### src/sv/pes_pkg.sv
package pes_pkg;

  localparam logic [1:0] MODE_GENERIC = 2'd0;
  localparam logic [1:0] MODE_PATH    = 2'd1;
  localparam logic [1:0] MODE_QUERY   = 2'd2;

  localparam logic [7:0] CHAR_SPACE = 8'h20;
  localparam logic [7:0] CHAR_PCT   = 8'h25;
  localparam logic [7:0] CHAR_PLUS  = 8'h2b;

  typedef struct packed {
    logic [7:0] in_byte;
    logic       in_last;
  } in_word_t;

  typedef struct packed {
    logic [7:0] out_byte;
    logic       out_last;
  } out_word_t;

  // A classified word: esc set means the byte goes out as a percent sign and two hex digits.
  typedef struct packed {
    logic       esc;
    logic [7:0] data;
    logic       last;
  } cls_word_t;

  function automatic logic [7:0] hex_digit(input logic [3:0] nib);
    logic [7:0] d;
    if (nib < 4'd10) begin
      d = 8'h30 + {4'd0, nib};
    end else begin
      d = 8'h57 + {4'd0, nib};
    end
    return d;
  endfunction

endpackage

### src/sv/pes_front.sv
module pes_front (
  input  logic               clk,
  input  logic               rst_n,
  input  logic               cfg_we,
  input  logic [1:0]         cfg_data,
  input  logic               in_push,
  input  pes_pkg::in_word_t  in_word,
  output logic               q_push,
  output pes_pkg::cls_word_t q_word
);
  import pes_pkg::*;

  logic [1:0] mode_r;
  logic       alnum;
  logic       pass;
  logic [7:0] b;

  always_ff @(posedge clk) begin
    if (!rst_n) begin
      mode_r <= MODE_GENERIC;
    end else if (cfg_we) begin
      mode_r <= cfg_data;
    end
  end

  assign b = in_word.in_byte;

  always_comb begin
    alnum = (b >= 8'h30 && b <= 8'h39) || (b >= 8'h41 && b <= 8'h5a) ||
            (b >= 8'h61 && b <= 8'h7a);
    pass  = alnum || b == 8'h2d || b == 8'h2e || b == 8'h5f || b == 8'h7e ||
            ((mode_r == MODE_PATH || mode_r == MODE_QUERY) && b == 8'h2f) ||
            (mode_r == MODE_QUERY && b == 8'h3d);
    q_word.last = in_word.in_last;
    if (pass) begin
      q_word.esc  = 1'b0;
      q_word.data = b;
    end else if (mode_r == MODE_QUERY && b == CHAR_SPACE) begin
      q_word.esc  = 1'b0;
      q_word.data = CHAR_PLUS;
    end else begin
      q_word.esc  = 1'b1;
      q_word.data = b;
    end
  end

  assign q_push = in_push;

endmodule

### src/sv/pes_queue.sv
module pes_queue #(
  parameter int DEPTH = 4
) (
  input  logic               clk,
  input  logic               rst_n,
  input  logic               push,
  input  pes_pkg::cls_word_t push_word,
  output logic               full,
  input  logic               pop,
  output pes_pkg::cls_word_t pop_word,
  output logic               empty
);
  import pes_pkg::*;

  localparam int AW = $clog2(DEPTH);
  localparam int CW = $clog2(DEPTH + 1);

  cls_word_t         mem_r [DEPTH];
  logic [AW-1:0]     wr_ptr_r, rd_ptr_r;
  logic [CW-1:0]     cnt_r;
  logic              do_push, do_pop;

  assign full     = (cnt_r == CW'(DEPTH));
  assign empty    = (cnt_r == '0);
  assign do_push  = push && !full;
  assign do_pop   = pop && !empty;
  assign pop_word = mem_r[rd_ptr_r];

  always_ff @(posedge clk) begin
    if (do_push) begin
      mem_r[wr_ptr_r] <= push_word;
    end
  end

  always_ff @(posedge clk) begin
    if (!rst_n) begin
      wr_ptr_r <= '0;
      rd_ptr_r <= '0;
      cnt_r    <= '0;
    end else begin
      if (do_push) begin
        wr_ptr_r <= (wr_ptr_r == AW'(DEPTH - 1)) ? '0 : wr_ptr_r + AW'(1);
      end
      if (do_pop) begin
        rd_ptr_r <= (rd_ptr_r == AW'(DEPTH - 1)) ? '0 : rd_ptr_r + AW'(1);
      end
      if (do_push && !do_pop) begin
        cnt_r <= cnt_r + CW'(1);
      end else if (do_pop && !do_push) begin
        cnt_r <= cnt_r - CW'(1);
      end
    end
  end

endmodule

### src/sv/pes_back.sv
module pes_back (
  input  logic               clk,
  input  logic               rst_n,
  input  pes_pkg::cls_word_t q_word,
  input  logic               q_empty,
  output logic               q_pop,
  output pes_pkg::out_word_t out_word,
  output logic               out_empty,
  input  logic               out_pop
);
  import pes_pkg::*;

  localparam logic [1:0] PH_NONE = 2'd0;
  localparam logic [1:0] PH_HIGH = 2'd1;
  localparam logic [1:0] PH_LOW  = 2'd2;

  logic [1:0] phase_r, phase_nxt;
  cls_word_t  cur_r, cur_nxt;
  out_word_t  out_r, out_nxt;
  logic       valid_r, valid_nxt;
  logic       can_load;

  assign can_load  = !valid_r || out_pop;
  assign out_word  = out_r;
  assign out_empty = !valid_r;

  always_comb begin
    phase_nxt = phase_r;
    cur_nxt   = cur_r;
    out_nxt   = out_r;
    valid_nxt = valid_r;
    q_pop     = 1'b0;
    if (can_load) begin
      unique case (phase_r)
        PH_HIGH: begin
          out_nxt.out_byte = hex_digit(cur_r.data[7:4]);
          out_nxt.out_last = 1'b0;
          valid_nxt        = 1'b1;
          phase_nxt        = PH_LOW;
        end
        PH_LOW: begin
          out_nxt.out_byte = hex_digit(cur_r.data[3:0]);
          out_nxt.out_last = cur_r.last;
          valid_nxt        = 1'b1;
          phase_nxt        = PH_NONE;
        end
        default: begin
          if (!q_empty) begin
            q_pop     = 1'b1;
            valid_nxt = 1'b1;
            cur_nxt   = q_word;
            if (q_word.esc) begin
              out_nxt.out_byte = CHAR_PCT;
              out_nxt.out_last = 1'b0;
              phase_nxt        = PH_HIGH;
            end else begin
              out_nxt.out_byte = q_word.data;
              out_nxt.out_last = q_word.last;
            end
          end else begin
            valid_nxt = 1'b0;
          end
        end
      endcase
    end
  end

  always_ff @(posedge clk) begin
    cur_r <= cur_nxt;
    out_r <= out_nxt;
  end

  always_ff @(posedge clk) begin
    if (!rst_n) begin
      phase_r <= PH_NONE;
      valid_r <= 1'b0;
    end else begin
      phase_r <= phase_nxt;
      valid_r <= valid_nxt;
    end
  end

endmodule

### src/sv/percent_encode_stream_core.sv
// A pushed word goes into the queue, then into the back end's output register.
// Throughput: one input word per cycle while the queue has room; the result side
// emits one word per cycle while it is popped, and an escaped byte becomes three words.
// The front queue (QUEUE_DEPTH words) absorbs bursts of escaped bytes.
// Reset is synchronous and active low; it empties the queue and sets the mode to generic.
module percent_encode_stream_core #(
  parameter int QUEUE_DEPTH = 4
) (
  input  logic               clk,
  input  logic               rst_n,
  input  logic               cfg_we,
  input  logic [1:0]         cfg_data,
  input  logic               in_push,
  input  pes_pkg::in_word_t  in_word,
  output logic               in_full,
  output logic               out_empty,
  input  logic               out_pop,
  output pes_pkg::out_word_t out_word
);
  import pes_pkg::*;

  logic      q_push, q_pop, q_empty;
  cls_word_t q_wr_word, q_rd_word;

  pes_front u_front (
    .clk      (clk),
    .rst_n    (rst_n),
    .cfg_we   (cfg_we),
    .cfg_data (cfg_data),
    .in_push  (in_push),
    .in_word  (in_word),
    .q_push   (q_push),
    .q_word   (q_wr_word)
  );

  pes_queue #(
    .DEPTH (QUEUE_DEPTH)
  ) u_queue (
    .clk       (clk),
    .rst_n     (rst_n),
    .push      (q_push),
    .push_word (q_wr_word),
    .full      (in_full),
    .pop       (q_pop),
    .pop_word  (q_rd_word),
    .empty     (q_empty)
  );

  pes_back u_back (
    .clk       (clk),
    .rst_n     (rst_n),
    .q_word    (q_rd_word),
    .q_empty   (q_empty),
    .q_pop     (q_pop),
    .out_word  (out_word),
    .out_empty (out_empty),
    .out_pop   (out_pop)
  );

endmodule

### config.mk
export PLATFORM = sky130hd
export DESIGN_NAME = percent_encode_stream_core
export DESIGN_NICKNAME = d
export VERILOG_FILES = /design/src/sv/pes_pkg.sv /design/src/sv/pes_front.sv /design/src/sv/pes_queue.sv /design/src/sv/pes_back.sv /design/src/sv/percent_encode_stream_core.sv
export SDC_FILE = /design/constraint.sdc
export NUM_CORES = 1
export LEC_CHECK = 0
export ABC_AREA = 1
export BUFFER_PORTS_ARGS = -buffer_cell sky130_fd_sc_hd__buf_2
export CORE_MARGIN = 10
export CORE_UTILIZATION = 59
export DETAILED_ROUTE_END_ITERATION = 10
export PLACE_DENSITY = 0.88
export SLEW_MARGIN = 25
export SYNTH_ARGS = -nofsm -noshare
export SYNTH_HDL_FRONTEND = slang
export SYNTH_HIERARCHICAL = 1
export SYNTH_SLANG_ARGS = --single-unit
### constraint.sdc
create_clock -name clk -period 3.5 [get_ports clk]
set_clock_uncertainty 0.2 [all_clocks]
set_input_delay 0.175 -clock clk [delete_from_list [all_inputs] [get_ports clk]]
set_output_delay 0.175 -clock clk [all_outputs]
set_load 0.02 [all_outputs]
[Word level (Yosys, flattened, before mapping)]
Memory sizes are Yosys's and may differ from the RTL's. A register that Yosys moved wholly into a read port is not among the register bits.
Cells that the tools add are included.
Word-level totals
  bits in registers: 30
  bits in latches: 0
  memory bits (writable): 40
  ROM bits: 0
  input bits: 16
  output and inout bits: 11
  logic and storage cells: 98
  memories kept: 1
Memories
  u_queue.mem_r: words 4, bits a word 10, read ports 1, clocked after memory_dff 1, write ports 1, RTL line pes_queue.sv:18  | cls_word_t mem_r [DEPTH];
Cells by class
  $add $sub $neg: 8
  multiply operators: 0
  divide/modulo/power cells: 0
  $lt $le $gt $ge: 8
  equal/unequal tests: 15
  shift-type cells: 0
  muxes and demuxes: 22
  bitwise gates (word level): 2
  reductions and logical operators: 32
Operators with widths (number)
  $eq A8 B6 Y1 const B: 5
  $mux W9: 4
  $pmux W9 S2: 1
  $add A7 B4 Y8 const A: 2
  $eq A8 B7 Y1 const B: 2
  $ge A8 B7 Y1 const B: 2
  $le A8 B7 Y1 const B: 2
  $mux W8: 2
  $add A6 B4 Y7 const A: 2
  $mux W2: 6
  $logic_and A1 B1 Y1: 10
  $logic_or A1 B1 Y1: 10
  $eq A2 B2 Y1 const B: 4
  $ge A8 B6 Y1 const B: 1
  $le A8 B6 Y1 const B: 1
  $lt A4 B4 Y1 const B: 2
  $mux W1: 6
  $mux W3: 2
  $reduce_and A3 Y1: 2
  $logic_not A1 Y1: 5
  $add A2 B1 Y2 const B: 2
  $eq A2 B1 Y1 const B: 2
  $pmux W2 S2: 1
  $add A3 B1 Y3 const B: 1
  other kinds (9): 10

[Logic depth before layout (Yosys ltp)]
Gate-level depths: netlist of the first run.
  depth after elaboration: 11
  depth in mapped cells: 15
  gate-level depth less buffers: 14

[Cells and area by module]
The synthesis of the first run kept the hierarchy.
By module, submodules not included
  pes_queue: instances 1, cells each 169, area each 1996.9 um^2, seq. area each 1381.3 um^2
  pes_back: instances 1, cells each 119, area each 1112.3 um^2, seq. area each 600.6 um^2
  pes_front: instances 1, cells each 70, area each 342.8 um^2, seq. area each 40.0 um^2

[Least setup slack after synthesis of the first run]
No wires, ideal clock.
  path kind: register to register
  from: register u_back.phase_r[0]
  to: register u_queue.cnt_r[1]
  setup time: 0.116 ns
  arrival time: 2.786 ns
  required time: 3.184 ns
  slack: 0.398 ns
  stages on the path, launching flop included: 12
  buffers on the path: 1
  clock period less this slack: 3.102 ns
  cells stage by stage: dfxtp_1 > inv_1 > ha_1 > inv_1 > buf_6 > nor3_1 > nand2_2 > ha_1 > inv_1 > fa_1 > o21ai_0 > nor2_1
Between the ends
  word-level cells in the longest chain between the ends: 8
  elaborated cells on any way between the ends: 11
  those cells by class: eq/ne: 2; mux: 3; reduce/logical: 6
Ends and longest elaborated chain
  start: declaration: RTL line pes_back.sv:17  | logic [1:0] phase_r, phase_nxt;
  start signal: assignment: RTL line pes_back.sv:78  | phase_r <= phase_nxt;
  $eq A2 B1 Y1 / $eq A2 B2 Y1 (equally long branches): RTL line pes_back.sv:34  | unique case (phase_r)
  $reduce_or A2 Y1 (no source line) (*)
  $mux W1 (*): RTL line pes_back.sv:34
  $mux W1 (*): RTL line pes_back.sv:33  | if (can_load) begin
  via q_pop: RTL line percent_encode_stream_core.sv:22  | logic q_push, q_pop, q_empty;
  $logic_and A1 B1 Y1 (*): RTL line pes_queue.sv:26  | assign do_pop = pop && !empty;
  $logic_not A1 Y1: RTL line pes_queue.sv:47  | if (do_push && !do_pop) begin
  $logic_and A1 B1 Y1: RTL line pes_queue.sv:47
  $mux W3 / $reduce_bool A2 Y1 (equally long branches)
  end signal: assignment: RTL line pes_queue.sv:48  | cnt_r <= cnt_r + CW'(1);
  end signal: assignment: RTL line pes_queue.sv:50  | cnt_r <= cnt_r - CW'(1);
  end: declaration: RTL line pes_queue.sv:20  | logic [CW-1:0] cnt_r;
Mark *: on every way through the listed nets, which the timed path passes. The rest lies on a longest branch.
A chain may end at the register's enable or synchronous reset.

[Final worst setup path of the first run]
  from: register u_back.phase_r[0]
  to: register u_queue.cnt_r[2]
Same word-level chain as after synthesis.

==> metrics.csv, run 1 <==
metric,value,unit
status,finished clean,
final hold violation count,0,
power per cell area,817,mW/mm^2
Final HPWL DP,4760,um
Setup crit end,u_queue/cnt_r[2],
Final min period,2.73,ns
WL final,6940,um
critical path type,reg2reg,
Setup crit start,u_back/phase_r[0],
RSZ-0062 raised after global routing,false,
CP endpoint kind,flip-flop,
Die H,96.5,um
required time worst endpoint,3.55,ns
fin util,0.703,
main flop type after synthesis,edfxtp_1,
global-route wire length before repair,11200,um
Reg2Reg Depth,13,
initial antenna violation count,0,
Vias/cell,5.39,
most numerous cell in the Yosys netlist,nand2_1,
total global-route track usage,0.156,
wire per inst,14.6,um
CP Launch Type,flip-flop,
Max-cap violations,0,
final cell count without fillers,474,
Synth top cells by count,"59 x nand2_1, 58 x edfxtp_1, 58 x nor2_1, 42 x inv_1, 26 x o21ai_0",
CTS max path bufs,2,
Critical R2R Capture,u_queue/cnt_r[2],
fmax,0.366,GHz
Yosys cell types,31,
Sw Share,0.389,
clock power share,0.192,
CP Data Arrival Time,2.78,ns
worst hold path class,in2reg,
I/O pin count,27,
die area,0.00931,mm^2
leakage,1.67,nW
Seq pwr share,0.427,
DRC viols,0,
1st-iter DRT viols,231,
TritonCTS buffer count,9,
Logic pwr share,0.381,
Yosys top cell by area,edfxtp_1,
Slew @ Worst Pin,0.991,ns
Post-Syn Area,0.00345,mm^2
Synth top area share,0.505,
Place WS,0.821,ns
reg2reg start,u_back/phase_r[0],
largest cells by area after synthesis,"edfxtp_1 50%, dfxtp_1 8.1%, nand2_1 6.4%",
initial core utilization,0.616,
Synth Instances,358,
share of cells above drive strength 1,0.164,
largest net degree at the start of global routing,21,
setup TNS,0,ns
buffer count from post-CTS setup fixing,0,
syn avg cell area,9.64,um^2
routed via count,2554,
Post-synth EDFFs,58,
Max-slew headroom,0.337,
synthesis warning total,6,
TritonCTS clock tree,built,
TritonRoute pass-1 iters,5,
Max H-tree Level,3,
Site Rows,27,
critical-path maximum fanout,11,
vias in the first global route,2505,
total core area,0.00561,mm^2
fin crit share,0.781,
syn nets,386,
area grow syn2layout,14.1,%
r2r setup slk,0.77,ns
"Slew Viols, Final",0,
clk slew on worst S/H paths,0.07,ns
Die W,96.5,um
async set-or-reset flop fraction in the synthesized netlist,0,
Max VDD drop,0.000400,V
Antenna Cells,0,
register area share after synthesis,0.586,
clk root buf,clkbuf_8,
Setup Viol. Count Final,0,
grt ovf,0,
Seq cells post-synth,72,
port bufs,26,
Int Pwr,1.97,mW
Placed Cells,443,
antenna-violating nets left,0,
RD Place Congestion,0.831,
Sw Pwr,1.25,mW
Layout Nets,425,
CTS sink count,72,
final worst slack,0.767,ns
"Clk Latency, worst-skew pair",0.35,ns
## cell type report
type	instances	area (um^2)
clock inverters	2	10.0
repair buffers	43	295
clock buffers	14	184
flip-flops and latches	72	2020
multi-input cells	224	1160
fillers	412	1670
inverters	47	176
well taps	72	90.1
## worst max-delay path: stages (launching register included)
cell and delay, ns:
dfxtp_1 0.36, inv_1 0.06, ha_1 0.33, inv_1 0.29, nor3_1 0.11, buf_4 0.19
nand2_2 0.13, ha_1 0.18, inv_1 0.06, fa_1 0.38, nand2_1 0.13, nand4_1 0.12
nand2_1 0.07, nor2_1 0.04
## per-stage QoR
step	area [um^2]	power, mW	hold WS (ns)
3_3_place_gp	3600	2.49	0.197
4_1_cts	3940	3.22	0.00982
3_5_place_dp	3600	2.57	0.205
5_1_grt	3940	3.43	0.0441
6_report	3940	3.22	0.0309
2_1_floorplan	3450	2.27	0.0954
## how the worst min path moves through the flow
stage,startpoint,to,slack (ns),depth (start not counted)
3_5_place_dp,in_word[0],u_queue/mem_r[3][0],0.21,1
4_1_cts,in_push,u_queue/wr_ptr_r[0],0.01,4
5_1_grt,in_push,u_queue/wr_ptr_r[0],0.04,4
2_1_floorplan,rst_n,u_queue/wr_ptr_r[0],0.1,2
3_3_place_gp,cfg_data[1],u_front/mode_r[1],0.20,3
6_report,in_push,u_queue/wr_ptr_r[0],0.03,4
## cell usage in the layout, fill, tap and decap left out, drive strengths merged
master and instances:
clkinv 2, a32o 1, a31oi 1, nand4 3
a21oi 8, clkbuf 14, nand3 20, nand3b 1
dfxtp 14, nor2 63, edfxtp 58, nor3 3
nand2 69, buf 28, dlygate4sd3 15, fa 1
o21ai 31, o22ai 10, ha 11, inv 47
or2 2
## what timing repair did
| action | CTS | global route |
|---|---|---|
| endpoints found under the setup margin | 0 | 0 |
| resized for setup | 0 | 0 |
| hold endpoints to repair | 38 | 0 |
| hold buffers | 15 | 0 |
## routing by layer
layer  part of all wire  vias up  GRT usage
met5                  0        -          0
met4              0.016        0     0.0642
met3              0.058       12     0.0463
met2               0.52       88      0.278
met1               0.41     1191      0.169
li1                   -     1263          -
## sequential cells by signal, summed over array words and instances (netlist names), named ones only
name	count
u_back/valid_r	1
u_back/cur_r	9
u_queue/wr_ptr_r	2
u_queue/mem_r	40
u_front/mode_r	2
u_queue/rd_ptr_r	2
u_queue/cnt_r	3
u_back/phase_r	2
u_back/out_word	9
## kinds of logic (layout without fill, tap and decap cells)
| logic type | count (synthesis) | in the layout | share of synthesized area |
|---|---|---|---|
| fa+ha+maj | 12 | 12 | 0.0457 |
| simple gates | 161 | 161 | 0.209 |
| buf+inv | 62 | 106 | 0.0776 |
| compound gates | 51 | 51 | 0.0816 |
| flops | 72 | 72 | 0.586 |
## power by group through the flow
stage / Combinational (mW) / Sequential [mW] / Clock, mW
finish: 1.23 / 1.38 / 0.619
global placement: 1.11 / 1.37 / 0
detailed placement: 1.18 / 1.39 / 0
floorplan: 0.854 / 1.41 / 0
CTS: 1.21 / 1.38 / 0.630
global route: 1.37 / 1.40 / 0.664
No activity file was read; power rests on OpenSTA's default activity.
==> inputs of run 2 (changes only) <==
- CORE_UTILIZATION: 59 -> 54
- PLACE_DENSITY: 0.88 -> 0.85
- clock period: 3.5 -> 2.5 ns (I/O delays scaled with it)
==> metrics.csv, run 2 (synthesis gave the netlist of run 1 again) <==
metric,value,unit
status,finished clean,
Top reg by flops,u_queue/mem_r,
cell repeated most along the worst path,inv_1,
power per cell area,1120,mW/mm^2
setup TNS,0,ns
critical-path maximum fanout,5,
fin util,0.637,
overall power,4.48,mW
Max-cap violations,0,
Layout fillers,476,
leakage,1.70,nW
Max-slew headroom,0.679,
Die W,100,um
Max VDD drop,0.000691,V
Slew @ Worst Pin,0.482,ns
fin crit share,0.917,
Reg2Reg Depth,14,
CP max-delay cell,fa_1,
reg2reg start,u_back/phase_r[0],
TritonCTS buffer count,9,
Antenna Cells,0,
initial antenna violation count,0,
CP endpoint kind,flip-flop,
CP Launch Type,flip-flop,
Vias/cell,5.24,
cell family with the largest share of critical-path delay,adder cells,
initial core utilization,0.550,
antenna-violating nets left,0,
largest net degree at the start of global routing,21,
DRC viols,0,
I/O pin count,27,
clk root buf,clkbuf_8,
RD Place Congestion,0.859,
fmax,0.436,GHz
"leading cell type in the layout, fill and taps excluded",nand2_1,
Place WS,0.230,ns
"Gates resized, CTS repair",0,
"Clk Latency, worst-skew pair",0.35,ns
CTS sink count,72,
Setup Viol. Count Final,0,
total global-route track usage,0.137,
final worst slack,0.208,ns
CP bufs+invs,5,
"commonest cells after routing, fill and taps aside","59 x nand2_1, 58 x nor2_1, 58 x edfxtp_1, 42 x inv_1, 26 x buf_2",
Final HPWL DP,4630,um
Hold Path End,u_queue/mem_r[2][2],
wire per inst,13.6,um
Site Rows,29,
port bufs,26,
die area,0.00999,mm^2
total core area,0.00628,mm^2
HP Start,in_word[2],
"Largest stage delay, worst path",0.37,ns
share of cells above drive strength 1,0.186,
Min-Delay Path Depth,2,
TritonRoute pass-1 iters,4,
Layout Nets,432,
Final min period,2.29,ns
CP Data Arrival Time,2.35,ns
grt ovf,0,
Die H,100,um
required time worst endpoint,2.55,ns
worst hold path class,in2reg,
CTS max path bufs,2,
critical path type,reg2reg,
Post-DP Area,0.00366,mm^2
final hold violation count,0,
area grow syn2layout,15.8,%
routed via count,2549,
RSZ-0062 raised after global routing,false,
final instance area,0.00400,mm^2
vias in the first global route,2488,
WL final,6620,um
worst-path cell chain,inv_1 > ha_1 > inv_1 > nor3_4 > nand2_2 > ha_2 > inv_1 > fa_1 > inv_1 > nand2_1 > nand3_1 > nand2_1 > inv_1 > nor2_1,
Critical R2R Capture,u_queue/cnt_r[2],
Max H-tree Level,3,
clk slew on worst S/H paths,0.08,ns
"Slew Viols, Final",0,
r2r setup slk,0.21,ns
max FFs per register,40,
TritonCTS clock tree,built,
global-route wire length before repair,11100,um
1st-iter DRT viols,194,
## run 2: cell type report
type	count	area [um^2]	share of cell area
Inverter	47	176	0.0441
Clock buffer	9	124	0.0310
Multi-Input combinational cell	224	1180	0.294
Tap cell	77	96.3	0.0241
Clock inverter	7	52.6	0.0131
Sequential cell	72	2020	0.506
Timing Repair Buffer	50	350	0.0876
## run 2: what timing repair did
action	4_1_cts	5_1_grt
setup endpoints to repair	0	0
buffers inserted	0	0
endpoints found under the hold margin	44	0
hold buffers	16	0
## run 2: metal layers
| layer | up-vias | routed length [um] | track usage |
|---|---|---|---|
| met5 | - | 0 | 0 |
| met4 | 0 | 160 | 0.0739 |
| met3 | 14 | 336 | 0.0405 |
| met2 | 60 | 3380 | 0.232 |
| met1 | 1201 | 2740 | 0.151 |
| li1 | 1274 | - | - |
## run 2: how the worst max path moves through the flow
stage | start | to | slack [ns] | cells past startpoint
after floorplan | u_back/phase_r[0] | u_queue/cnt_r[1] | 0.002 | 11
after global placement | u_back/phase_r[0] | u_queue/cnt_r[2] | 0.33 | 14
after detailed placement | u_back/phase_r[0] | u_queue/cnt_r[2] | 0.23 | 14
after CTS | u_back/phase_r[0] | u_queue/cnt_r[2] | 0.22 | 14
after global routing | u_back/phase_r[0] | u_queue/cnt_r[2] | 0.007 | 14
final | u_back/phase_r[0] | u_queue/cnt_r[2] | 0.21 | 14
## run 2: metrics by stage
step,hold slack (ns),std cells
2_1_floorplan,0.0454,358
3_3_place_gp,0.150,454
3_5_place_dp,0.148,454
4_1_cts,0.0250,486
5_1_grt,0.0313,486
6_report,0.0478,486
## run 2: report_power, final
group	switching (mW)	internal, mW
registers	0.213	1.71
logic	1.13	0.603
clock network	0.457	0.369
==> inputs of run 3 (changes only) <==
--- a/config.mk
+++ b/config.mk
@@ -11,4 +11,5 @@
 export CORE_UTILIZATION = 54
 export DETAILED_ROUTE_END_ITERATION = 10
+export GPL_TIMING_DRIVEN = 0
 export PLACE_DENSITY = 0.85
 export SLEW_MARGIN = 25
==> constraint.sdc (replaced) <==
create_clock -name clk -period 2.5 [get_ports clk]
set_clock_uncertainty 0.2 [all_clocks]
set_input_delay 0.375 -clock clk [delete_from_list [all_inputs] [get_ports clk]]
set_output_delay 0.375 -clock clk [all_outputs]
set_load 0.02 [all_outputs]
==> metrics.csv, run 3 (synthesis gave the netlist of run 1 again) <==
metric,value,unit
TritonRoute pass-1 iters,4,
Place WS,-0.337,ns
final hold violation count,0,
CTS max path bufs,2,
fmax,0.435,GHz
"commonest cells after routing, fill and taps aside","59 x nand2_1, 58 x nor2_1, 58 x edfxtp_1, 41 x inv_1, 28 x buf_2",
leakage,1.66,nW
global-route wire length before repair,11800,um
CTS sink count,72,
Layout Nets,426,
CP Data Arrival Time,2.35,ns
antenna-violating nets left,0,
Final HPWL DP,4820,um
critical-path maximum fanout,5,
Die H,100,um
Critical R2R Capture,u_queue/cnt_r[2],
Levels on crit path,15,
"Slew Viols, Final",0,
die area,0.00999,mm^2
Die W,100,um
RSZ-0062 raised after global routing,false,
Reg2Reg Depth,15,
reg2reg start,u_back/phase_r[0],
clk slew on worst S/H paths,0.07,ns
status,finished clean,
r2r setup slk,0.20,ns
Max H-tree Level,3,
HP Start,in_word[0],
1st-iter DRT viols,188,
Vias/cell,5.25,
"Hold-fix buffers, CTS",0,
cell repeated most along the worst path,inv_1,
port bufs,24,
total core area,0.00628,mm^2
CP Launch Type,flip-flop,
"leading cell type in the layout, fill and taps excluded",nand2_1,
Site Rows,29,
Antenna Cells,0,
initial antenna violation count,0,
initial core utilization,0.550,
Setup Viol. Count Final,0,
Hold Path End,u_queue/mem_r[0][0],
largest net degree at the start of global routing,12,
Final min period,2.30,ns
final worst slack,0.203,ns
worst hold path class,in2reg,
TritonCTS buffer count,9,
cell family with the largest share of critical-path delay,adder cells,
CP max-delay cell,fa_1,
max FFs per register,40,
DRC viols,0,
TritonCTS clock tree,built,
worst-path cell chain,inv_1 > ha_4 > inv_2 > buf_6 > nor3_4 > nand2_2 > ha_2 > inv_1 > fa_1 > inv_1 > nand2_1 > nand3_1 > nand2_1 > inv_1 > nor2_1,
grt ovf,0,
wire per inst,14.4,um
WHS,0.0443,ns
Max VDD drop,0.000674,V
vias in the first global route,2663,
total global-route track usage,0.147,
share of cells above drive strength 1,0.199,
Max-slew headroom,0.343,
power per cell area,1200,mW/mm^2
Slew @ Worst Pin,0.982,ns
CP bufs+invs,6,
area grow syn2layout,14.1,%
I/O pin count,27,
"Clk Latency, worst-skew pair",0.34,ns
CP endpoint kind,flip-flop,
Max-cap violations,0,
"Largest stage delay, worst path",0.43,ns
critical path type,reg2reg,
RD Place Congestion,0.839,
Top reg by flops,u_queue/mem_r,
clk root buf,clkbuf_8,
Min-Delay Path Depth,1,
fin crit share,0.919,
required time worst endpoint,2.55,ns
routed via count,2519,
WL final,6890,um
[run 3: worst max-delay path by stage]
stage	from	end	slack, ns
after floorplan	u_back/phase_r[0]	u_queue/cnt_r[1]	0.002
after global placement	u_back/phase_r[0]	u_queue/cnt_r[1]	-0.24
after detailed placement	u_back/phase_r[0]	u_queue/cnt_r[1]	-0.34
after CTS	u_back/phase_r[0]	u_queue/cnt_r[1]	0.02
after global routing	u_back/phase_r[0]	u_queue/cnt_r[1]	0.05
final	u_back/phase_r[0]	u_queue/cnt_r[2]	0.20
[run 3: metal layers]
metal / share of wire / global-route usage / vias to the layer above / wire [um]
met4: 0.016 / 0.0783 / 0 / 112
met2: 0.52 / 0.258 / 73 / 3550
li1: - / - / 1261 / -
met1: 0.40 / 0.157 / 1175 / 2780
met3: 0.064 / 0.0419 / 10 / 444
met5: 0 / 0 / - / 0
[run 3: timing repair]
action	4_1_cts	5_1_grt
buffers inserted	1	4
endpoints found under the setup margin	2	2
pin swaps	2	4
resized for setup	1	2
[run 3: cell type report]
cell class,instances,area (um^2)
fillers,506,2340
flip-flops and latches,72,2020
multi-input cells,224,1190
inverters,47,176
repair buffers,29,158
clock buffers,12,135
well taps,77,96.3
plain buffers,15,91.3
clock inverters,4,68.8
[run 3: metrics by stage]
stage          cells  utilization  TNS, ns  total power [mW]  cell area, um^2
6_report         480        0.627        0              4.72             3940
4_1_cts          476        0.622        0              4.70             3910
5_1_grt          480        0.627        0              5.08             3940
2_1_floorplan    358            -        0              3.20             3470
3_3_place_gp     459        0.587   -0.355              3.58             3680
3_5_place_dp     459        0.587   -0.527              3.69             3680
[run 3: power breakdown]
part           switching, mW  internal, mW
clock network          0.395         0.558
registers              0.174          1.72
logic                   1.22         0.654
[run 3: worst reg2reg max path, delay by kind of cell (launching register included)]
family | cells | cell delay [ns]
buffers and inverters | 6 | 0.44
adder cells (fa/ha/maj) | 3 | 0.87
AND/OR/NAND/NOR | 6 | 0.36
flip-flops | 1 | 0.34
